==> config.mk <==
export PLATFORM = sky130hd
export DESIGN_NAME = hpts_front
export DESIGN_NICKNAME = d
export VERILOG_FILES = /design/src/rtl/hpts_pkg.sv /design/src/rtl/hpts_front.sv
export SDC_FILE = /design/constraint.sdc
export NUM_CORES = 2
export LEC_CHECK = 0
export ABC_AREA = 1
export BUFFER_PORTS_ARGS = -buffer_cell sky130_fd_sc_hd__buf_2
export CAP_MARGIN = 30
export CORE_AREA = 2 2 618 620
export DETAILED_ROUTE_END_ITERATION = 10
export DIE_AREA = 0 0 620 622
export GPL_ROUTABILITY_DRIVEN = 0
export MAX_ROUTING_LAYER = met4
export SETUP_SLACK_MARGIN = 0.5
export SLEW_MARGIN = 10
export SYNTH_ARGS = -nofsm -noshare
export SYNTH_HDL_FRONTEND = slang
export SYNTH_SLANG_ARGS = --single-unit
==> constraint.sdc <==
create_clock -name clk -period 65.5 [get_ports clk]
set_clock_uncertainty 0.05 [all_clocks]
set_input_delay 6.55 -clock clk [delete_from_list [all_inputs] [get_ports clk]]
set_output_delay 6.55 -clock clk [all_outputs]
set_load 0.01 [all_outputs]
==> src/rtl/hpts_pkg.sv <==
// Shared types, constants and helpers for the prism/hexahedron tetra split.
// Used by hpts_front, hpts_split and the top level.
`default_nettype none
package hpts_pkg;
  localparam int VERTEX_BITS = 32;
  localparam int CODE_BITS   = 8;
  localparam int TET_MAX     = 6;

  typedef logic [VERTEX_BITS-1:0] vid_t;
  typedef logic [CODE_BITS-1:0]   code_t;
  typedef logic [2:0]             lidx_t;
  typedef logic [2:0]             tcnt_t;

  // All-ones code marks an interior face
  localparam code_t INTERIOR = '1;

  typedef enum logic [1:0] {
    MODE_PRISM     = 2'd0,
    MODE_TWO_PRISM = 2'd1,
    MODE_HEX5      = 2'd2
  } mode_t;

  typedef struct packed {
    vid_t  [5:0] v;
    code_t [4:0] c;
  } prism_t;

  typedef struct packed {
    vid_t  [3:0] v;
    code_t [3:0] c;
  } tet_t;

  typedef struct packed {
    mode_t         mode;
    prism_t  [1:0] pr;
    tet_t    [4:0] hx;
  } elem_t;

  function automatic tet_t mk_tet(input vid_t p, input vid_t q, input vid_t r,
                                  input vid_t s, input code_t c0, input code_t c1,
                                  input code_t c2, input code_t c3);
    tet_t t;
    t.v[0] = p; t.v[1] = q; t.v[2] = r; t.v[3] = s;
    t.c[0] = c0; t.c[1] = c1; t.c[2] = c2; t.c[3] = c3;
    return t;
  endfunction

  function automatic vid_t min2(input vid_t x, input vid_t y);
    return (x < y) ? x : y;
  endfunction

  // Min index over six ids, ties to the lowest index (pairwise tree)
  function automatic lidx_t min6(input vid_t [5:0] v);
    lidx_t i01, i23, i45, i03;
    i01 = (v[1] < v[0]) ? 3'd1 : 3'd0;
    i23 = (v[3] < v[2]) ? 3'd3 : 3'd2;
    i45 = (v[5] < v[4]) ? 3'd5 : 3'd4;
    i03 = (v[i23] < v[i01]) ? i23 : i01;
    return (v[i45] < v[i03]) ? i45 : i03;
  endfunction

  // Min index over eight ids, ties to the lowest index
  function automatic lidx_t min8(input vid_t [7:0] v);
    lidx_t i01, i23, i45, i67, i03, i47;
    i01 = (v[1] < v[0]) ? 3'd1 : 3'd0;
    i23 = (v[3] < v[2]) ? 3'd3 : 3'd2;
    i45 = (v[5] < v[4]) ? 3'd5 : 3'd4;
    i67 = (v[7] < v[6]) ? 3'd7 : 3'd6;
    i03 = (v[i23] < v[i01]) ? i23 : i01;
    i47 = (v[i67] < v[i45]) ? i67 : i45;
    return (v[i47] < v[i03]) ? i47 : i03;
  endfunction
endpackage
`default_nettype wire

==> src/rtl/hpts_front.sv <==
// Front stages: input register, min-vertex search, rotation and pair tests.
// Depends on hpts_pkg; hands one element descriptor per transfer.
`default_nettype none
module hpts_front import hpts_pkg::*; (
  input  wire logic        clk,
  input  wire logic        rst_n,
  input  wire logic        in_valid,
  output logic             in_ready,
  input  wire logic        in_func,
  input  wire vid_t  [7:0] in_vert,
  input  wire code_t [5:0] in_codes,
  output logic             el_valid,
  input  wire logic        el_ready,
  output elem_t            el_data
);
  logic        a_v_r, b_v_r, c_v_r;
  logic        a_rdy, b_rdy, c_rdy;
  logic        a_func_r, b_func_r;
  vid_t  [7:0] a_vert_r, b_vert_r;
  code_t [5:0] a_code_r, b_code_r;
  lidx_t       b_m_r;
  elem_t       c_e_r, c_e_nxt;

  assign c_rdy    = !c_v_r || el_ready;
  assign b_rdy    = !b_v_r || c_rdy;
  assign a_rdy    = !a_v_r || b_rdy;
  assign in_ready = a_rdy;
  assign el_valid = c_v_r;
  assign el_data  = c_e_r;

  // Advance valid bits
  always_ff @(posedge clk) begin
    if (!rst_n) begin
      a_v_r <= 1'b0;
      b_v_r <= 1'b0;
      c_v_r <= 1'b0;
    end else begin
      if (a_rdy) a_v_r <= in_valid;
      if (b_rdy) b_v_r <= a_v_r;
      if (c_rdy) c_v_r <= b_v_r;
    end
  end

  // Stage A: capture the transfer; stage B: find the min vertex
  always_ff @(posedge clk) begin
    if (a_rdy && in_valid) begin
      a_func_r <= in_func;
      a_vert_r <= in_vert;
      a_code_r <= in_codes;
    end
    if (b_rdy && a_v_r) begin
      b_func_r <= a_func_r;
      b_vert_r <= a_vert_r;
      b_code_r <= a_code_r;
      b_m_r    <= a_func_r ? min8(a_vert_r) : min6(a_vert_r[5:0]);
    end
    if (c_rdy && b_v_r) c_e_r <= c_e_nxt;
  end

  function automatic logic pair_hit(input vid_t [7:0] rv, input lidx_t q0,
                                    input lidx_t q1, input lidx_t q2, input lidx_t q3);
    return min2(rv[q0], rv[q2]) < min2(rv[q1], rv[q3]);
  endfunction

  // Two prisms of a face pair with parallel diagonals
  function automatic prism_t [1:0] pair_prisms(input vid_t [7:0] rv,
      input lidx_t p0, input lidx_t p1, input lidx_t p2, input lidx_t p3,
      input lidx_t q0, input lidx_t q1, input lidx_t q2, input lidx_t q3,
      input code_t [5:0] c);
    prism_t [1:0] pr;
    pr[0].v[0] = rv[p0]; pr[0].v[1] = rv[p2]; pr[0].v[2] = rv[p3];
    pr[0].v[3] = rv[q0]; pr[0].v[4] = rv[q2]; pr[0].v[5] = rv[q3];
    pr[0].c[0] = INTERIOR; pr[0].c[1] = c[2]; pr[0].c[2] = c[3];
    pr[0].c[3] = c[4];     pr[0].c[4] = c[5];
    pr[1].v[0] = rv[p0]; pr[1].v[1] = rv[p1]; pr[1].v[2] = rv[p2];
    pr[1].v[3] = rv[q0]; pr[1].v[4] = rv[q1]; pr[1].v[5] = rv[q2];
    pr[1].c[0] = c[0]; pr[1].c[1] = c[1]; pr[1].c[2] = INTERIOR;
    pr[1].c[3] = c[4]; pr[1].c[4] = c[5];
    return pr;
  endfunction

  // Stage C: rotate the hexahedron and choose the split
  always_comb begin
    vid_t  [7:0] rv;
    code_t [5:0] f, c2, c3;
    lidx_t       aix [8];
    logic  [1:0] low;
    logic        t1, t2, t3;
    for (int k = 0; k < 4; k++) begin
      low        = b_m_r[1:0] + 2'(k);
      aix[k]     = {b_m_r[2], low};
      aix[k + 4] = {~b_m_r[2], low};
      f[k]       = b_code_r[{1'b0, low}];
    end
    f[4] = b_m_r[2] ? b_code_r[5] : b_code_r[4];
    f[5] = b_m_r[2] ? b_code_r[4] : b_code_r[5];
    for (int k = 0; k < 8; k++) rv[k] = b_vert_r[aix[k]];
    c2[0] = f[4]; c2[1] = f[1]; c2[2] = f[5]; c2[3] = f[3]; c2[4] = f[0]; c2[5] = f[2];
    c3[0] = f[0]; c3[1] = f[5]; c3[2] = f[2]; c3[3] = f[4]; c3[4] = f[3]; c3[5] = f[1];
    t1 = pair_hit(rv, 3'd4, 3'd5, 3'd6, 3'd7);
    t2 = pair_hit(rv, 3'd3, 3'd2, 3'd6, 3'd7);
    t3 = pair_hit(rv, 3'd1, 3'd5, 3'd6, 3'd2);

    c_e_nxt.hx[0] = mk_tet(rv[0], rv[4], rv[5], rv[7], f[5], INTERIOR, f[3], f[0]);
    c_e_nxt.hx[1] = mk_tet(rv[0], rv[2], rv[3], rv[7], f[2], f[3], INTERIOR, f[4]);
    c_e_nxt.hx[2] = mk_tet(rv[0], rv[1], rv[2], rv[5], f[1], INTERIOR, f[0], f[4]);
    c_e_nxt.hx[3] = mk_tet(rv[2], rv[5], rv[6], rv[7], f[5], f[2], INTERIOR, f[1]);
    c_e_nxt.hx[4] = mk_tet(rv[0], rv[2], rv[5], rv[7],
                           INTERIOR, INTERIOR, INTERIOR, INTERIOR);

    if (!b_func_r) begin
      c_e_nxt.mode    = MODE_PRISM;
      c_e_nxt.pr[0].v = b_vert_r[5:0];
      c_e_nxt.pr[0].c = b_code_r[4:0];
      c_e_nxt.pr[1]   = c_e_nxt.pr[0];
    end else if (t1) begin
      c_e_nxt.mode = MODE_TWO_PRISM;
      c_e_nxt.pr   = pair_prisms(rv, 3'd0, 3'd1, 3'd2, 3'd3,
                                 3'd4, 3'd5, 3'd6, 3'd7, f);
    end else if (t2) begin
      c_e_nxt.mode = MODE_TWO_PRISM;
      c_e_nxt.pr   = pair_prisms(rv, 3'd0, 3'd1, 3'd5, 3'd4,
                                 3'd3, 3'd2, 3'd6, 3'd7, c2);
    end else if (t3) begin
      c_e_nxt.mode = MODE_TWO_PRISM;
      c_e_nxt.pr   = pair_prisms(rv, 3'd0, 3'd4, 3'd7, 3'd3,
                                 3'd1, 3'd5, 3'd6, 3'd2, c3);
    end else begin
      c_e_nxt.mode = MODE_HEX5;
      c_e_nxt.pr   = pair_prisms(rv, 3'd0, 3'd1, 3'd2, 3'd3,
                                 3'd4, 3'd5, 3'd6, 3'd7, f);
    end
  end
endmodule
`default_nettype wire

==> flow_metrics.py <==
metrics = {
    "power": {
        "vdd_drop_max_mv": 0.1057,
        "comb_power_share": 0.547,
        "p_clk_frac": 0.198,
        "p_int_mw": 2.218,
        "power_density_nw_per_um2": 47.70,
        "share_seq_of_total_power": 0.255,
        "switchingPower_mw": 2.261,
        "finalPower_mw": 4.479,
        "p_leak_nw": 41.55,
        "netSwitchingFraction": 0.5047,
    },
    "sta": {
        "rsz0062_at_grt": "false",
        "slew_headroom": 0.2537,
        "setup_viol": 0,
        "worst_pin_slew_ns": 1.119,
        "finalHoldViolCount": 0,
        "period_needed_ns": 13.94,
        "period_share": 0.2128,
        "tns_ns": 0,
        "fin_ws_ns": 51.56,
        "max_freq_ghz": 0.07173,
        "final_max_slew_viol_count": 0,
    },
    "yosys": {
        "synthMuxAreaShare": 0.0005874,
        "synth_top_area_frac": 0.4965,
        "postSynthAreaPerCell_sq_um": 8.747,
        "synth_top_family_by_area": "simple AND/OR/NAND/NOR gates",
        "async_reset_ff_frac": 0,
        "synthAdderAreaFrac": 0.08335,
        "synth_edf_count": 1303,
        "synth-xor-area-share": 0.0002064,
        "synth_area_leader_cell": "edfxtp_1",
        "netlist_area_sq_um": 78810,
        "synth_most_common_cell": "nand2_1",
        "ys.flop_type": "edfxtp_1",
        "synth_common_cells": "2322 x nand2_1, 1303 x edfxtp_1, 1246 x o21ai_0",
        "synthDistinctLibCells": 54,
        "synth_seq_cells": 1306,
        "yosysWarnings": 0,
        "yosysSeqAreaShare": 0.4972,
        "synth-simple-area-share": 0.1534,
        "synth_area_leaders": "edfxtp_1 50%, nand2_1 11%, ha_1 8.3%, o21ai_0 7.9%, inv_1 5.8%",
        "syn_inst": 9010,
        "synth-compound-area-share": 0.1311,
    },
    "cts": {
        "cts.sinks": 1306,
        "cts_hold_buf": 0,
        "clkTransAtPathRegs_ns": 0.07,
        "cts_root_buffer": "clkbuf_16",
        "cts_resized": 0,
        "clkLatencyLatePin_ns": 0.84,
        "numCtsBuffers": 146,
        "clock_path_buffers": 4,
        "post_cts_buffers": 0,
        "cts_tree": "yes",
        "htreeDepth": 4,
    },
    "placed_design": {
        "port_buffers": 1512,
        "placed_area_sq_um": 88460,
        "dp.cells": 14787,
        "dpl.hpwl_mm": 394.0,
        "dp_worst_setup_slack_ns": 51.58,
    },
    "final_layout": {
        "final_layout_size_suffix_gt1_frac": 0.1955,
        "area_delta_synth_final_pct": 19.14,
        "post-route-cell-area_sq_um": 93900,
        "final_cells": 15185,
        "num-nets-final": 10767,
    },
    "floorplanning": {
        "io-pin-count": 1577,
        "rows": 226,
        "start_util": 0.2083,
        "die-area_sq_um": 385600,
        "die_w_um": 620,
        "die_h_um": 622,
        "coreArea_sq_um": 378300,
    },
    "drt": {
        "drtPass1Iterations": 6,
        "wl_per_cell_um": 31.08,
        "vias_per_cell": 4.652,
        "vias": 70643,
        "totalWireLength_mm": 471.9,
        "ant_nets": 0,
        "drt_iter0_markers": 10740,
        "post-route-drc-count": 0,
    },
    "critical_path": {
        "r2r_start": "b_m_r[0]",
        "critical_path_cell_count": 6,
        "critPathLaunch": "el_ready",
        "r2r-end": "el_data[1121]",
        "arrival_ns": 7.34,
        "max_stage_delay_ns": 0.16,
        "cp_num_buf_inv": 3,
        "crit_type": "in -> out",
        "cp-end-kind": "output pin",
        "rr_worst_depth": 38,
        "crit_fanout": 3,
        "cp.required_ns": 58.90,
        "crit_chain": "buf_2 > inv_1 > nand2_1 > nor2_1 > nand2_1 > buf_2",
        "cp-start-kind": "primary input",
        "cp_top_family": "buffers and inverters",
        "crit_end": "in_ready",
        "r2r_setup_slack_ns": 54.16,
        "cp_slowest_cell": "inv_1",
    },
    "global_route": {
        "grt-ovfl-total": 0,
        "grt_pass1_vias": 61168,
        "grt_use_total": 0.2417,
        "grt_max_degree": 242,
        "grt_first_pass_wirelength_mm": 600.0,
        "antenna_found_initial": 237,
    },
    "outcome": {
        "status": "finished, final reports clean",
    },
    "worst_hold_path": {
        "worstHoldPathType": "reg -> reg",
    },
    "job": {
        "drv_cap": 0,
    },
}
## power by group through the flow
stage,clock (mW),sequential [mW],combinational [mW]
after global placement,0,1.16,2.34
after detailed placement,0,1.16,2.38
after global routing,0.924,1.14,2.64
final,0.886,1.14,2.45
after floorplan,0,1.15,1.43
after CTS,0.898,1.14,2.39
## final cells by class
cell class                      instances  area (sq um)
Antenna cell                          129         322.8
Clock buffer                          173          3850
Clock inverter                         82          1072
Fill cell                           41019        284400
Inverter                             1226          4633
Multi-Input combinational cell       5556         29360
Sequential cell                      1306         39190
Tap cell                             5016          6276
Timing Repair Buffer                 1697          9201
## cells in the final DEF, fill, tap and decap left out, drive strengths merged, types with 9 or more instances in the layout
cell type     n
a31oi         9
inv        1234
ha          525
a2111oi      11
a211oi       27
diode       129
nor3         11
nand3       296
clkbuf      180
o211ai       43
bufinv       24
nor2        303
nand4        59
or2          12
edfxtp     1303
o21a         70
clkinv       43
nand2      2330
o21ai      1284
nor4         13
buf        1690
conb         64
a32o         37
a21oi       423
## how the worst min path moves through the flow
stage	startpoint	endpoint	slack (ns)	depth (start not counted)
floorplan	a_code_r[0]	b_code_r[0]	0.35	0
global placement	a_code_r[39]	b_code_r[39]	0.35	0
detailed placement	a_code_r[17]	b_code_r[17]	0.35	0
CTS	a_code_r[41]	b_code_r[41]	0.37	0
global route	a_code_r[33]	b_code_r[33]	0.38	0
finish	a_code_r[42]	b_code_r[42]	0.37	0
## layer usage
metal  routed length, um  GRT usage  vias up  share of wire
li1                    -          -    31504              -
met1              183800     0.2966    33288           0.39
met2              192900     0.3398     4955           0.41
met3               60880    0.08676      896           0.13
met4               34350     0.1376        0          0.073
met5                   0          -        -              0
## stage by stage
step | utilization | hold WS [ns]
CTS | 0.2468 | 0.3697
floorplan | - | 0.3503
detailed placement | 0.2338 | 0.3545
global placement | 0.2335 | 0.3535
global route | 0.2481 | 0.3756
finish | 0.2482 | 0.3691
## sequential cells by signal, indices dropped and copies added (netlist names)
signal    flops
a_vert_r    256
a_code_r     48
b_func_r      1
b_vert_r    256
a_v_r         1
b_v_r         1
el_valid      1
b_m_r         3
el_data     690
b_code_r     48
a_func_r      1
## logic make-up (layout without fill, tap and decap cells)
kind of cell | Yosys count | in the layout
buf+inv | 2211 | 3178
simple gates | 3037 | 3037
mux | 3 | 3
compound gates | 1926 | 1926
xor+xnor | 1 | 1
fa+ha+maj | 525 | 525
other cells | 1 | 193
flops | 1306 | 1306
No activity file was read; power rests on OpenSTA's default activity.
